$ cat src/hdl/bbs_ram.sv
// generic one-write one-read ram with registered read
module bbs_ram #(
    parameter int WIDTH = 24,
    parameter int DEPTH = 64
) (
    input  logic                     clk,
    input  logic                     wr_en,
    input  logic [$clog2(DEPTH)-1:0] wr_addr,
    input  logic [WIDTH-1:0]         wr_data,
    input  logic                     rd_en,
    input  logic [$clog2(DEPTH)-1:0] rd_addr,
    output logic [WIDTH-1:0]         rd_data
);

    logic [WIDTH-1:0] mem [DEPTH];

    always_ff @(posedge clk)
    begin
        if (wr_en)
        begin
            mem[wr_addr] <= wr_data;
        end
        if (rd_en)
        begin
            rd_data <= mem[rd_addr];
        end
    end

endmodule

$ cat config.mk
export PLATFORM = sky130hd
export DESIGN_NAME = bbs_ram
export DESIGN_NICKNAME = d
export VERILOG_FILES = /design/src/hdl/bbs_ram.sv
export SDC_FILE = /design/constraint.sdc
export NUM_CORES = 1
export LEC_CHECK = 0
export BUFFER_PORTS_ARGS = -buffer_cell sky130_fd_sc_hd__buf_2
export CORE_MARGIN = 1
export CORE_UTILIZATION = 38
export CTS_BUF_LIST = sky130_fd_sc_hd__clkbuf_8
export DETAILED_ROUTE_END_ITERATION = 12
export PLACE_DENSITY_LB_ADDON = 0.3
export SYNTH_ARGS = -nofsm -noshare
export SYNTH_HDL_FRONTEND = slang
export SYNTH_SLANG_ARGS = --single-unit
$ cat constraint.sdc
create_clock -name clk -period 5.2 [get_ports clk]
set_clock_uncertainty 0.05 [all_clocks]
set_input_delay 1.56 -clock clk [delete_from_list [all_inputs] [get_ports clk]]
set_output_delay 1.56 -clock clk [all_outputs]
set_load 0.05 [all_outputs]
==> out/metrics.cfg, run 1 <==
[critical_path]
reg2reg_from = mem[31][15]
path_cells = buf_8 -> buf_4 -> mux4_2 -> mux2i_1 -> a221oi_1 -> o21a_1
crit_slowest_cell = buf_4
path_buf_inv = 2
reg2reg_to = rd_data[15]
cpPeakStageDelay_ns = 0.72
start_kind = input port
ff2ff_setup_slack_ns = 2.77
path_delay_family = buffers and inverters
cp_data_required_time_ns = 5.88
crit_type = in2reg
arrival_ns = 4.28
end_kind = flop
crit_fanout = 39
endpoint = rd_data[4]
crit_path_start = rd_addr[0]
r2r_cells = 5
worstSetupPathDepth = 6

[placed_design]
dpl-instance-area_um2 = 63000
dpl.cell_count = 4717
io_buffers = 62
place_congestion = 0.836
post-dp-hpwl_um = 92000

[global_route]
grt_pass1_wl_um = 219000
overflow = 0
antenna_found_initial = 16
grt_max_degree = 82
grt_usage = 0.197
grt_pass1_vias = 29600

[routing]
dr.pass1.iters = 6
vias = 28900
vias_per_cell = 5.63
drc = 0
ant_nets = 0
routedWlPerCell_um = 30.2
drtIter0Drc = 3472
wl_um = 155000

[floorplanning]
rows = 144
die_area_um2 = 158000
core_um2 = 155000
dieHeight_um = 398
die_x_um = 398
num_io_pins = 63
start_util = 0.385

[timing]
slew_headroom = 0.102
setup_violations = 0
timing.setup.tns_ns = 0
grt_setup_unrepaired = false
clock.fmax_mhz = 278
slew_viol_final = 0
worstMarginPinSlew_ns = 1.35
hold_viol = 0
period_share = 0.692
fin_crit_ns = 3.60

[cells_and_area]
stdcell_count = 5133
fin_nets = 2943
areaGrowthSynthToFinish_pct = 12.6
nFillCells = 13000
fin_area_um2 = 67100
final_layout_size_suffix_gt1_frac = 0.310

[yosys]
ys_seq_elements = 1560
syn_area_um2 = 59500
yosysWarnings = 0
syn_nets = 2649
ys_types = 39
synth_cells = 2610
yosysTopAreaCell = edfxtp_1
synth_top_area_share = 0.787
synth_area_leaders = edfxtp_1 (79%), mux4_2 (13%), mux2i_1 (1.6%)
synth_seq_area_share = 0.787
synth_edf_count = 1560
async_reset_ff_frac = 0
synthFlopType = edfxtp_1
syn_area_per_cell_um2 = 22.8

[run_status]
status = completed

[pwr]
leakage_nw = 21.2
vdd_drop_max_uv = 224
cellPowerDensity_nw_per_um2 = 361
finalPower_mw = 24.2

[clock_network]
cts-root-buf = clkbuf_8
cts_sinks = 1560
cts-buffers-inserted = 229
cts_max_path_buffers = 3
clkLatencyLatePin_ns = 0.97
cts_setup_buffers = 0
cts_tree = done
h-tree-depth = 4
cts_repair_resize_count = 0
cts_hold_buf = 0
path_clk_slew_ns = 0.07

[run]
max_cap_viol_count = 0

[worst_hold_path]
min_path_type = reg2reg

## logic make-up after synthesis
| kind of cell | count (synthesis) | share of synthesized area |
|---|---|---|
| flip-flops | 1560 | 0.787 |
| AND/OR/NAND/NOR | 196 | 0.0155 |
| buffers and inverters | 144 | 0.0131 |
| multiplexers | 503 | 0.160 |
| AO/OA/AOI/OAI | 207 | 0.0243 |
## worst reg2reg max path, cell delays in order (launching register included)
cell and delay [ns]:
edfxtp_1 0.36, mux4_2 0.48, mux2_2 0.35, o22ai_1 0.59, o21ai_0 0.21, buf_4 0.17
## how the worst min path moves through the flow
stage	startpoint	to	slack [ns]	depth (start not counted)
after floorplan	mem[36][22]	rd_data[22]	0.80	4
after detailed placement	mem[61][8]	rd_data[8]	0.92	4
after global routing	mem[32][22]	rd_data[22]	0.93	4
after global placement	mem[48][22]	rd_data[22]	0.91	4
after CTS	mem[32][22]	rd_data[22]	0.91	4
final	mem[32][22]	rd_data[22]	0.91	4
## cell usage after synthesis (4+ instances only)
library cell,instances
edfxtp_1,1560
mux4_2,355
mux2i_1,95
nor2_1,80
mux2_2,53
o22ai_1,53
a221oi_1,52
buf_2,45
clkbuf_1,44
nand2_1,36
buf_4,31
a22oi_1,29
a21oi_1,22
nand3_1,20
and3_1,16
a31oi_1,13
buf_1,13
o21a_1,13
o21ai_0,12
or3_1,10
nor2b_1,9
buf_6,8
nand2b_1,6
o21ai_1,6
a221o_1,4
## through the flow
stage	util	hold WS, ns	setup WS (ns)
5_1_grt	0.433	0.934	1.49
3_3_place_gp	0.407	0.909	0.589
2_1_floorplan	-	0.799	0.993
4_1_cts	0.433	0.915	1.63
3_5_place_dp	0.407	0.917	0.561
6_report	0.433	0.906	1.60
## layout make-up
| type | count | area (um^2) | share of cell area |
|---|---|---|---|
| sequential | 1560 | 46800 | 0.699 |
| multi-input combinational | 906 | 12100 | 0.180 |
| clock buffer | 232 | 3190 | 0.0476 |
| tap | 2044 | 2560 | 0.0381 |
| timing repair buffer | 205 | 1550 | 0.0232 |
| clock inverter | 180 | 817 | 0.0122 |
| antenna | 4 | 10.0 | 0.000149 |
| inverter | 2 | 7.51 | 0.000112 |
## cells in the final DEF (no fill, tap or decap), drive strengths merged
master,count
bufinv,1
mux2i,95
o21ai,18
a31oi,13
o21a,13
buf,204
and2b,1
nor2,80
mux4,355
and3,16
nand3,20
a21oi,22
diode,4
or3,10
o221ai,1
a221o,4
nand2,36
nand3b,3
edfxtp,1560
a22oi,29
inv,91
a221oi,52
mux2,53
nand4,2
nor3,2
clkinvlp,4
o22ai,53
o211ai,2
clkbuf,233
clkinv,86
nand2b,6
or2,3
and2,4
or3b,3
nor2b,9
nand4b,1
## sequential cells by signal (all words and copies together), names as in the netlist
name	cells
mem	1536
rd_data	24
## report_power, final
part / leakage (nW) / switching, mW / internal (mW)
Sequential: 14.1 / 0.0595 / 14.0
Combinational: 4.76 / 0.910 / 0.467
Clock: 2.36 / 4.60 / 4.19
## routing by layer
metal | global-route usage | share of wire
met5 | 0 | 0.00046
met4 | 0.0576 | 0.023
met3 | 0.0496 | 0.097
met1 | 0.272 | 0.40
met2 | 0.308 | 0.48
(Power assumes the default switching activity.)
==> inputs of run 2 (changes only) <==
- clock period: 5.2 -> 3.3 ns (I/O delays scaled with it)
==> run 2 against run 1 <==
Total power is 62% higher. Global-route usage decreased by 0.10 points. Clock power rose by 66%. Clock-buffer cell count fell by 1. Sequential power up 58%. Design area is 3.7% higher. Hold slack got worse by 0.44 ns. First-iteration DRC count increased by 2.4%. Combinational power is 77% higher. Via count rose by 1.9%. Routed wire length fell by 0.77%. Die area did not move. Largest power group unchanged. Highest routed layer unchanged.
==> out/metrics.cfg, run 2 (synthesis gave the netlist of run 1 again) <==
[pwr]
leakage_nw = 22.3
finalPower_mw = 39.1
cellPowerDensity_nw_per_um2 = 562
vdd_drop_max_uv = 464

[clock_network]
clkLatencyLatePin_ns = 0.94
cts_tree = done
cts_repair_resize_count = 0
cts-root-buf = clkbuf_8
cts_setup_buffers = 0
cts_sinks = 1560
cts_max_path_buffers = 3
path_clk_slew_ns = 0.07
h-tree-depth = 4
cts_hold_buf = 0
cts-buffers-inserted = 226

[floorplanning]
dieHeight_um = 398
rows = 144
start_util = 0.385
num_io_pins = 63
die_x_um = 398
die_area_um2 = 158000
core_um2 = 155000

[routing]
drtIter0Drc = 3557
dr.pass1.iters = 5
top_layer_used = met5
met3_length_um = 13600
drc = 0
wl_um = 154000
vias_per_cell = 5.56
wl_met1_um = 64700
wl_met2_um = 71600
routedWlPerCell_um = 29.0
vias = 29500
ant_nets = 0

[timing]
slew_headroom = 0.112
slew_viol_final = 0
hold_viol = 0
worst_slack_ns = 0.382
period_share = 0.884
fin_crit_ns = 2.92
setup_violations = 0
grt_setup_unrepaired = false
clock.fmax_mhz = 343
worstMarginPinSlew_ns = 1.33

[placed_design]
io_buffers = 62
dpl.cell_count = 4886
post-dp-hpwl_um = 97100
dpl-instance-area_um2 = 65300
place_congestion = 0.833
dp_slack_ns = -0.486

[cells_and_area]
final_layout_size_suffix_gt1_frac = 0.351
final_common_cell = edfxtp_1
fin_nets = 3109
fin_area_um2 = 69600
areaGrowthSynthToFinish_pct = 16.9
reg_top3 = mem x1536, rd_data x24
largest_register_ffs = 1536
final_cell_mix = edfxtp_1 (1560), mux4_2 (355), clkbuf_8 (232), buf_4 (222), mux2i_1 (95)
stdcell_count = 5303
nFillCells = 12900
largest-register = mem

[critical_path]
end_kind = output pin
crit_type = reg2out
crit_fanout = 1
path_cells = buf_2
start_kind = flop
path_buf_inv = 1
path_delay_family = flip-flops
arrival_ns = 1.88
cpPeakStageDelay_ns = 0.58
crit_slowest_cell = edfxtp_1
cp_data_required_time_ns = 2.26

[global_route]
grt_max_degree = 65
overflow = 0
grt_pass1_vias = 30300
antenna_found_initial = 14
grt_pass1_wl_um = 220000
grt_usage = 0.196

[worst_hold_path]
min_path_type = in2reg

[run_status]
status = completed

[run]
max_cap_viol_count = 0

==> run 2: final timing paths <==
| check | cells past startpoint | from | endpoint | slack, ns |
|---|---|---|---|---|
| setup / recovery | 1 | rd_data[2] | rd_data[2] | 0.38 |
| hold / removal | 1 | wr_data[12] | mem[37][12] | 0.47 |
| setup reg to reg | 4 | mem[11][22] | rd_data[22] | 0.91 |
| hold reg to reg | 5 | mem[8][9] | rd_data[9] | 0.95 |
==> run 2: metrics by stage <==
step	setup TNS [ns]	hold WS, ns	utilization
floorplan	-7.92	0.799	-
global route	0	0.400	0.449
global placement	-3.90	0.898	0.422
detailed placement	-3.86	0.941	0.422
CTS	0	0.347	0.449
finish	0	0.467	0.450
==> run 2: report_power, final <==
part	internal, mW	total [mW]	switching, mW
Clock	7.35	14.6	7.23
Sequential	22.0	22.1	0.0865
Combinational	0.962	2.44	1.48
==> run 2: area by class of cell <==
type	count	area, um^2	share of cell area
well taps	2044	2560	0.0368
repair buffers	374	3820	0.0549
diodes	8	20.0	0.000288
multi-input cells	906	12100	0.174
clock inverters	178	1050	0.0152
clock buffers	231	3180	0.0457
inverters	2	7.51	0.000108
flip-flops and latches	1560	46800	0.673
==> run 2: layer usage <==
metal / GRT usage / vias to the layer above
li1: - / 12100
met1: 0.285 / 15700
met2: 0.300 / 1371
met3: 0.0357 / 219
met4: 0.0591 / 4
met5: 0 / -
