<file path="config.mk">
export PLATFORM = sky130hd
export DESIGN_NAME = bbs_div
export DESIGN_NICKNAME = d
export VERILOG_FILES = /design/src/hdl/bbs_div.sv
export SDC_FILE = /design/constraint.sdc
export NUM_CORES = 1
export LEC_CHECK = 0
export BUFFER_PORTS_ARGS = -buffer_cell sky130_fd_sc_hd__buf_4
export CAP_MARGIN = 20
export CORE_MARGIN = 4
export CORE_UTILIZATION = 40
export DETAILED_ROUTE_END_ITERATION = 12
export SKIP_CTS_REPAIR_TIMING = 1
export SLEW_MARGIN = 10
export SYNTH_ARGS = -nofsm -noshare
export SYNTH_HDL_FRONTEND = slang
export SYNTH_SLANG_ARGS = --single-unit
</file>
<file path="constraint.sdc">
create_clock -name clk -period 3 [get_ports clk]
set_input_delay 0.45 -clock clk [delete_from_list [all_inputs] [get_ports clk]]
set_output_delay 0.45 -clock clk [all_outputs]
set_load 0.005 [all_outputs]
</file>
<file path="src/hdl/bbs_div.sv">
// iterative unsigned divider, one quotient bit per cycle, left-aligned dividend
module bbs_div #(
    parameter int NUM_W = 52,
    parameter int DEN_W = 36
) (
    input  logic                       clk,
    input  logic                       rst_n,
    input  logic                       start,
    input  logic [NUM_W-1:0]           num,
    input  logic [DEN_W-1:0]           den,
    input  logic [$clog2(NUM_W+1)-1:0] steps,
    output logic                       busy,
    output logic [NUM_W-1:0]           quot,
    output logic [DEN_W-1:0]           rem
);

    localparam int STEP_W = $clog2(NUM_W+1);

    logic              busy_reg;
    logic [STEP_W-1:0] cnt_reg;
    logic [NUM_W-1:0]  sh_reg;
    logic [DEN_W-1:0]  rem_reg;
    logic [DEN_W-1:0]  den_reg;
    logic [DEN_W:0]    trial;
    logic              fits;

    assign trial = {rem_reg, sh_reg[NUM_W-1]};
    assign fits  = (trial >= {1'b0, den_reg});

    always_ff @(posedge clk or negedge rst_n)
    begin
        if (!rst_n)
        begin
            busy_reg <= 1'b0;
            cnt_reg  <= '0;
        end
        else if (start)
        begin
            busy_reg <= (steps != '0);
            cnt_reg  <= steps;
        end
        else if (busy_reg)
        begin
            cnt_reg  <= cnt_reg - 1'b1;
            busy_reg <= (cnt_reg != STEP_W'(1));
        end
    end

    always_ff @(posedge clk)
    begin
        if (start)
        begin
            sh_reg  <= num;
            den_reg <= den;
            rem_reg <= '0;
        end
        else if (busy_reg)
        begin
            sh_reg <= {sh_reg[NUM_W-2:0], fits};
            if (fits)
            begin
                rem_reg <= DEN_W'(trial - {1'b0, den_reg});
            end
            else
            begin
                rem_reg <= trial[DEN_W-1:0];
            end
        end
    end

    assign busy = busy_reg;
    assign quot = sh_reg;
    assign rem  = rem_reg;

endmodule
</file>
==> results_dict.tcl, run 1 <==
set metrics [dict create \
    ant_nets 0 \
    hold_class "in -> reg" \
    die-area_sq_um 20840 \
    firstDrtPassIters 7 \
    drc 0 \
    fin_skew_ns 0.01206 \
    grt_max_degree 130 \
    largest_reg_flops 52 \
    layout_common_cells "buf_4, edfxtp_1, nor2_1, mux2_2, inv_1" \
    power_switching_share_pct 30.33 \
    slew_viol_final 0 \
    max-vdd-ir-drop_mv 0.4026 \
    hold_depth 1 \
    dieHeight_microns 144.4 \
    wl_per_cell_microns 17.85 \
    fmax_mhz 348.9 \
    row_count 49 \
    cts_buffer_depth 2 \
    setup_violations 0 \
    initial_core_util_pct 40.99 \
    antenna_found_initial 0 \
    drive_gt1_share_pct 34.78 \
    grt_first_pass_wirelength_microns 32290 \
    path_clk_slew_ns 0.07 \
    final_common_cell "buf_4" \
    seqPwrFrac_pct 40.7 \
    crit_buf_inv 1 \
    syn2layout_area_growth_pct 32.13 \
    worstReg2RegStart "quot[51]" \
    whs_ns 0.1939 \
    yosys_register_bits 131 \
    path_cells "inv_1, ha_1, fa_2, nand2b_1, a21oi_2, or3_4, a31oi_4, nand2_2, a31oi_4, o2111a_1, nor3_1, or3_1" \
    synth_ff_type "edfxtp_1" \
    hpwlAfterDp_microns 15250 \
    root_buffer "clkbuf_16" \
    end_kind "flip-flop" \
    routed_wl_microns 20560 \
    globalplace.congestion 0.8689 \
    async_flop_share_pct 5.344 \
    cp_slowest_cell "edfxtp_1" \
    cp_data_required_time_ns 3.31 \
    synthDistinctLibCells 62 \
    p_total_mw 5.571 \
    switching_power_mw 1.690 \
    grt.overflow.total 0 \
    yosys_warnings 0 \
    cp_max_fo 4 \
    run_status "complete, no violations" \
    synth.avg_cell_area_sq_um 10.55 \
    cts_buffers 17 \
    cts_sinks 131 \
    power_density_nw_per_um2 566.8 \
    syn_nets 841 \
    fin_nets 1046 \
    vias 6104 \
    ys_seq_area_share_pct 47.57 \
    arrival_ns 3.18 \
    cp_top_family "simple AND/OR/NAND/NOR gates" \
    reg2regPathDepth 12 \
    die_w_microns 144.4 \
    fillers 1632 \
    period_minus_slack_ns 2.866 \
    worstSkewPairLatency_ns 0.43 \
    grt_pass1_vias 6342 \
    n_antenna_cell 0 \
    grt_use_total_pct 19.72 \
    critical_path_class "reg -> reg" \
    design.portCount 186 \
    startpoint_type "flip-flop" \
    cpPeakStageDelay_ns 0.43 \
    synthesis.area_sq_um 7438 \
    rsz0062_at_grt "yes" \
    maxCapViolCount 0 \
    syn-instance-count 705 \
    worstReg2RegEnd "rem[34]" \
    cts_tree "done" \
    core_sq_um 18150 \
    hold_start "den[34]" \
    htree_levels 4 \
    synth_edf_count 88 \
    drt_iter0_drc 356 \
    relSlewSlack_pct 55.35 \
    io_buffer_count 185 \
    p_int_mw 3.881 \
    r2r_setup_slack_ns 0.13 \
    power_frac_clock_pct 36.1 \
    crit_top_cell "a31oi_4" \
    holdPathEnd "den_reg[34]" \
    worstMarginPinSlew_ns 0.6653 \
    hold_viol 0 \
    avgViaCountPerCell 5.299 \
    min_period_over_period_pct 95.55 \
    comb_power_share_pct 23.2 \
    p_leak_nw 4.331 \
]
layout make-up:
class	instances	area [sq um]	area share, %
flip-flops and latches	131	3540	36.02
repair buffers	215	1659	16.88
inverters	53	198.9	2.024
multi-input cells	492	3583	36.46
clock inverters	15	135.1	1.375
clock buffers	17	425.4	4.328
well taps	229	286.5	2.915
power by group through the flow:
stage	combinational [mW]	clock [mW]	sequential, mW
finish	1.29	2.01	2.27
global route	1.43	2.13	2.29
CTS	1.27	2.06	2.27
detailed placement	1.27	0	2.30
global placement	1.24	0	2.30
floorplan	0.735	0	2.28
per-stage QoR:
stage               util, %  TNS [ns]  cells  instance area, sq um  worst slack [ns]
finish                54.16         0   1152                  9828            0.1336
global route          54.16  -0.01076   1152                  9828          -0.01076
CTS                   53.59  -0.01790   1145                  9724          -0.01790
detailed placement    50.50         0   1113                  9164          0.005412
global placement      50.50         0   1113                  9164           0.07389
floorplan                 -         0    705                  7438            0.3924
worst max path at each step:
stage / start / endpoint / slack (ns) / cells past startpoint
5_1_grt: den_reg[10] / rem[10] / -0.01 / 11
4_1_cts: den_reg[8] / rem[10] / -0.02 / 12
3_5_place_dp: den_reg[8] / rem[10] / 0.005 / 12
3_3_place_gp: quot[51] / rem[32] / 0.07 / 12
2_1_floorplan: quot[51] / rem[34] / 0.39 / 12
6_report: quot[51] / rem[34] / 0.13 / 12
synthesized netlist by cell type, types with 4 or more instances:
library cell	count	area share, %
nor2b_1	5	0.42
ha_1	38	6.4
mux2_2	52	7.9
clkbuf_1	20	1.0
inv_1	53	2.7
and2_1	7	0.59
and3_1	9	0.76
nand2b_1	4	0.34
o21bai_1	10	1.0
a211oi_1	21	2.1
nor2_1	63	3.2
nand4_1	7	0.59
nand3_1	17	1.1
xor2_1	20	2.4
dfrtp_1	7	2.4
nor3_1	8	0.54
o21ai_0	34	2.3
xnor2_1	16	1.9
a22oi_1	9	0.91
o211ai_1	4	0.40
edfxtp_1	88	36
a31oi_4	4	1.1
nand2_1	42	2.1
buf_6	4	0.61
a21oi_1	51	3.4
a21o_1	10	1.0
mux2i_1	12	1.6
dfxtp_1	36	9.7
a31oi_1	5	0.42
routing by layer:
| metal | GRT usage (%) | up-vias | wire (microns) |
|---|---|---|---|
| li1 | - | 2996 | - |
| met1 | 22.95 | 2857 | 8379 |
| met2 | 33.14 | 225 | 9770 |
| met3 | 8.036 | 26 | 2075 |
| met4 | 6.480 | 0 | 336 |
| met5 | 0 | - | 0 |
kinds of logic (layout without fill, tap and decap cells):
group | Yosys count | after routing | share of synthesized area [%]
buf+inv | 82 | 300 | 4.676
fa+ha+maj | 39 | 39 | 6.661
xor+xnor | 36 | 36 | 4.239
simple gates | 176 | 176 | 11.14
flops | 131 | 131 | 47.57
mux | 66 | 66 | 9.790
compound gates | 175 | 175 | 15.93
worst register-to-register path: stages (launching register included):
cell and delay [ns]:
edfxtp_1 0.43, inv_1 0.09, ha_1 0.19, fa_2 0.22
nand2b_1 0.16, a21oi_2 0.08, or3_4 0.40, a31oi_4 0.18
nand2_2 0.13, a31oi_4 0.26, o2111a_1 0.23, nor3_1 0.05
or3_1 0.34
Power figures use the tool's default switching activity.
==> run 2: changes to the inputs <==
BUFFER_PORTS_ARGS = not set   (was -buffer_cell sky130_fd_sc_hd__buf_4)
DONT_BUFFER_PORTS = 1   (was not set)
clock period = 2.8 ns   (was 3 ns; I/O delays follow)
==> run 2 against run 1 <==
Non-clock buffer count down 118. Hold slack worse by 0.11 ns. Sequential power up 7%. Sequential cell count unchanged. Total power is 7.0% higher. Worst setup slack worse by 0.035 ns. Count of clock-buffer cells in the layout did not move. Largest cell class unchanged. Via count fell by 6.4%. Clock skew rose by 0.0081 ns. Sequential share of layout area is 2.4 points higher. Clock power up 12%.
==> results_dict.tcl, run 2 (synthesized netlist as in run 1, its figures left out) <==
set metrics [dict create \
    cts_buffer_depth 2 \
    syn2layout_area_growth_pct 23.94 \
    io_buffer_count 0 \
    whs_ns 0.08056 \
    min_period_over_period_pct 96.50 \
    cp_max_fo 6 \
    regArea_sq_um 3540 \
    layout_common_cells "edfxtp_1, buf_4, nor2_1, mux2_2, inv_1" \
    fin_skew_ns 0.02013 \
    fin_ws_ns 0.09810 \
    cts_tree "done" \
    firstDrtPassIters 5 \
    antenna_found_initial 3 \
    reg2regPathDepth 13 \
    worstSkewPairLatency_ns 0.43 \
    worstReg2RegEnd "rem[10]" \
    multi_input_area_sq_um 3777 \
    period_minus_slack_ns 2.702 \
    worstMarginPinSlew_ns 0.4784 \
    dp_slack_ns -0.01382 \
    end_kind "flip-flop" \
    cts_buffers 17 \
    max-vdd-ir-drop_mv 0.3956 \
    arrival_ns 3.01 \
    r2r_setup_slack_ns 0.1 \
    run_status "complete, no violations" \
    ant_nets 0 \
    drc 0 \
    routed_wl_microns 19940 \
    hpwlAfterDp_microns 14400 \
    row_count 49 \
    hold_viol 0 \
    hold_class "in -> reg" \
    rsz0062_at_grt "yes" \
    relSlewSlack_pct 68.10 \
    placed_area_sq_um 8235 \
    dieHeight_microns 144.4 \
    htree_levels 4 \
    maxCapViolCount 0 \
    p_leak_nw 3.814 \
    startpoint_type "flip-flop" \
    final_area_sq_um 9219 \
    cpPeakStageDelay_ns 0.39 \
    fillers 1603 \
    vias 5715 \
    setup_violations 0 \
    cp_slowest_cell "edfxtp_1" \
    core_sq_um 18150 \
    cp_data_required_time_ns 3.11 \
    largest_reg_flops 52 \
    tns_ns 0 \
    drive_gt1_share_pct 29.32 \
    fmax_mhz 370.1 \
    grt_pass1_vias 5782 \
    drt_iter0_drc 359 \
    fin_nets 928 \
    grt.overflow.total 0 \
    crit_start "den_reg[16]" \
    power_density_nw_per_um2 646.8 \
    root_buffer "clkbuf_16" \
    final_core_util_pct 50.80 \
    critical_path_class "reg -> reg" \
    wl_per_cell_microns 19.26 \
    globalplace.congestion 0.8820 \
    slew_viol_final 0 \
    path_clk_slew_ns 0.07 \
    avgViaCountPerCell 5.522 \
    die-area_sq_um 20840 \
    initial_core_util_pct 40.99 \
    die_w_microns 144.4 \
    path_cells "inv_2, ha_4, buf_6, a21o_1, a21oi_2, a21oi_2, a311oi_2, a31oi_4, a31oi_4, buf_12, mux2_4, mux2i_1, nor2_1" \
    grt_max_degree 136 \
    design.portCount 186 \
    crit_path_end "rem[10]" \
    worstReg2RegStart "den_reg[16]" \
    grt_first_pass_wirelength_microns 30420 \
    cts_sinks 131 \
    grt_use_total_pct 18.68 \
]
-- run 2: changes by cell type in the layout (fill, tap and decap cells not counted), sizes merged --
cell      previous run  this run
clkbuf              18        19
clkinv               2         4
bufinv               0         1
clkinvlp             2         1
diode                0         1
inv                 64        62
buf                213        94
-- run 2: through the flow --
| step | cells | power [mW] |
|---|---|---|
| after floorplan | 705 | 3.230 |
| after detailed placement | 986 | 3.611 |
| after global placement | 986 | 3.594 |
| after global routing | 1035 | 6.255 |
| final | 1035 | 5.963 |
| after CTS | 1018 | 5.898 |
-- run 2: metal layers --
metal | vias up | GRT usage (%) | wire (microns)
li1 | 2764 | - | -
met1 | 2687 | 21.42 | 7904
met2 | 228 | 30.85 | 9584
met3 | 32 | 8.896 | 2041
met4 | 4 | 6.136 | 376
met5 | - | 0 | 31
-- run 2: worst min path at each step --
stage,cells past startpoint,to,slack (ns),from
5_1_grt,1,rem[2],0.05,start
4_1_cts,0,busy,-0.35,rst_n
3_5_place_dp,0,cnt_reg[0],0.12,rst_n
6_report,0,den_reg[35],0.08,den[35]
3_3_place_gp,0,busy,0.12,rst_n
2_1_floorplan,0,busy,0.12,rst_n
-- run 2: final cells by class --
class | count | area share, %
clock buffer | 17 | 4.615
multi-input combinational | 492 | 40.97
sequential | 131 | 38.40
inverter | 53 | 2.158
timing repair buffer | 97 | 8.931
clock inverter | 15 | 1.792
antenna | 1 | 0.02714
tap | 229 | 3.108
-- run 2: worst max-delay path: cells and delay by family (launching register included) --
| kind | cells | cell delay, ns |
|---|---|---|
| AOI/OAI and AO/OA | 6 | 1.12 |
| muxes | 2 | 0.44 |
| DFF | 1 | 0.39 |
| buffers and inverters | 3 | 0.39 |
| adders and majority gates | 1 | 0.20 |
| and+or+nand+nor | 1 | 0.05 |
-- run 2: power breakdown --
group / internal [mW] / switching, mW
combinational: 0.621 / 0.648
clock: 1.27 / 0.983
sequential: 2.29 / 0.152
total: 4.18 / 1.78
==> run 3: changes to the inputs <==
GPL_TIMING_DRIVEN = 0   (was not set)
clock period = 2.3 ns   (was 2.8 ns; I/O delays follow)
==> run 3 against run 2 <==
The flow now finishes with violations (negative setup slack). Sequential cell count unchanged. Worst setup slack worse by 0.67 ns. Count of clock-buffer cells in the layout up 1. Global-route usage is 0.99 points higher. Sequential power up 25%. Non-clock buffer count fell by 4. Clock skew shrank 0.012 ns. Register-to-register slack worse by 0.67 ns.
==> results_dict.tcl, run 3 (synthesized netlist as in run 1, its figures left out) <==
set metrics [dict create \
    min_period_over_period_pct 125.0 \
    wl_per_cell_microns 21.69 \
    drt_iter0_drc 449 \
    run_status "finished with violations" \
    cts_buffer_depth 2 \
    dieHeight_microns 144.4 \
    die_w_microns 144.4 \
    crit_buf_inv 1 \
    failed_checks "negative setup slack" \
    antenna_found_initial 2 \
    cpPeakStageDelay_ns 0.46 \
    firstDrtPassIters 5 \
    maxCapViolCount 0 \
    fin_nets 925 \
    path_cells "inv_2, ha_4, fa_2, nand2b_4, a21oi_4, or3_4, a31oi_4, nand2_4, a31oi_4, o311ai_4, a222oi_1, o31ai_1" \
    globalplace.congestion 0.8806 \
    die-area_sq_um 20840 \
    grt.overflow.total 0 \
    htree_levels 4 \
    row_count 49 \
    cp_top_family "compound AO/OA/AOI/OAI gates" \
    fmax_mhz 347.9 \
    period_minus_slack_ns 2.874 \
    startpoint_type "flip-flop" \
    end_kind "flip-flop" \
    tns_ns -14.35 \
    setup_violations 37 \
    root_buffer "clkbuf_16" \
    cts_tree "done" \
    grt_max_degree 53 \
    core_sq_um 18150 \
    cp_data_required_time_ns 2.60 \
    arrival_ns 3.17 \
    critical_path_class "reg -> reg" \
    grt_use_total_pct 19.67 \
    path_clk_slew_ns 0.06 \
    hold_viol 0 \
    grt_pass1_vias 5650 \
    grt_first_pass_wirelength_microns 31220 \
    cp_max_fo 4 \
    cts_sinks 131 \
    crit_top_cell "a31oi_4" \
    design.portCount 186 \
    fin_skew_ns 0.007882 \
    syn2layout_area_growth_pct 28.60 \
    final_common_cell "edfxtp_1" \
    drive_gt1_share_pct 29.68 \
    drc 0 \
    io_buffer_count 0 \
    fin_ws_ns -0.5744 \
    whs_ns 0.01538 \
    relSlewSlack_pct 51.15 \
    avgViaCountPerCell 5.773 \
    slew_viol_final 0 \
    largest_reg_flops 52 \
    hold_class "in -> reg" \
    layout_common_cells "edfxtp_1, nor2_1, mux2_2, inv_1, nand2_1" \
    worstMarginPinSlew_ns 0.7328 \
    routed_wl_microns 22400 \
    initial_core_util_pct 40.99 \
    vias 5963 \
    cts_buffers 17 \
    p_total_mw 7.262 \
    worstSkewPairLatency_ns 0.43 \
    max-vdd-ir-drop_mv 0.4492 \
    cp_slowest_cell "edfxtp_1" \
    p_leak_nw 3.729 \
    power_density_nw_per_um2 759.2 \
    rsz0062_at_grt "yes" \
    ant_nets 0 \
    hpwlAfterDp_microns 15080 \
]
## run 3: cell count changes in the layout (fill, tap and decap cells not counted), sizes merged, moves of 2 or more
cell,previous run,this run
buf,94,38
dlygate4sd3,1,35
clkbuf,19,38
clkinvlp,1,5
inv,62,60
## run 3: path summary, 6_finish.rpt
kind | end | slack, ns | from | cells past startpoint
worst max register to register | rem[32] | -0.57 | quot[51] | 12
max in group asynchronous | busy | 1.76 | rst_n | 1
worst min register to register | rem[5] | 0.52 | rem[5] | 2
worst max-delay path | rem[32] | -0.57 | quot[51] | 12
worst min-delay path | den_reg[11] | 0.02 | den[11] | 0
min in group asynchronous | cnt_reg[4] | 0.26 | rst_n | 1
## run 3: metrics by stage
| step | setup slack (ns) | utilization (%) | cell area (sq um) | cells |
|---|---|---|---|---|
| after floorplan | -0.2002 | - | 7520 | 705 |
| after global placement | -0.9057 | 43.02 | 7806 | 934 |
| after detailed placement | -0.9517 | 43.02 | 7806 | 934 |
| after CTS | -0.8232 | 46.03 | 8353 | 966 |
| after global routing | -0.6626 | 52.71 | 9565 | 1033 |
| final | -0.5744 | 52.71 | 9565 | 1033 |
## run 3: power breakdown
part / total (mW) / leakage [nW] / internal (mW) / switching [mW]
clock network: 2.58 / 0.261 / 1.41 / 1.17
logic: 1.65 / 2.19 / 0.787 / 0.858
registers: 3.04 / 1.28 / 2.80 / 0.241
total: 7.26 / 3.73 / 4.99 / 2.27
## run 3: area by class of cell
type                            count  area [sq um]
Antenna cell                        2         5.005
Buffer                             26         192.7
Clock buffer                       18         429.2
Clock inverter                     14         117.6
Fill cell                        1583          8582
Inverter                           53         202.7
Multi-Input combinational cell    492          4090
Sequential cell                   131          3563
Tap cell                          229         286.5
Timing Repair Buffer               67         670.6
Timing Repair inverter              1         7.507
## run 3: layer usage
metal	vias to the layer above	GRT usage (%)	share of wire [%]	wire, microns
li1	2770	-	-	-
met1	2848	24.14	40	8992
met2	303	31.14	47	10580
met3	42	8.036	10	2306
met4	0	7.413	2.3	520
met5	-	0	0	0
## run 3: worst reg2reg max path, cell delays in order (launching register included)
cell	delay (ns)
edfxtp_1	0.46
inv_2	0.10
ha_4	0.13
fa_2	0.20
nand2b_4	0.14
a21oi_4	0.06
or3_4	0.40
a31oi_4	0.22
nand2_4	0.09
a31oi_4	0.30
o311ai_4	0.13
a222oi_1	0.37
o31ai_1	0.14
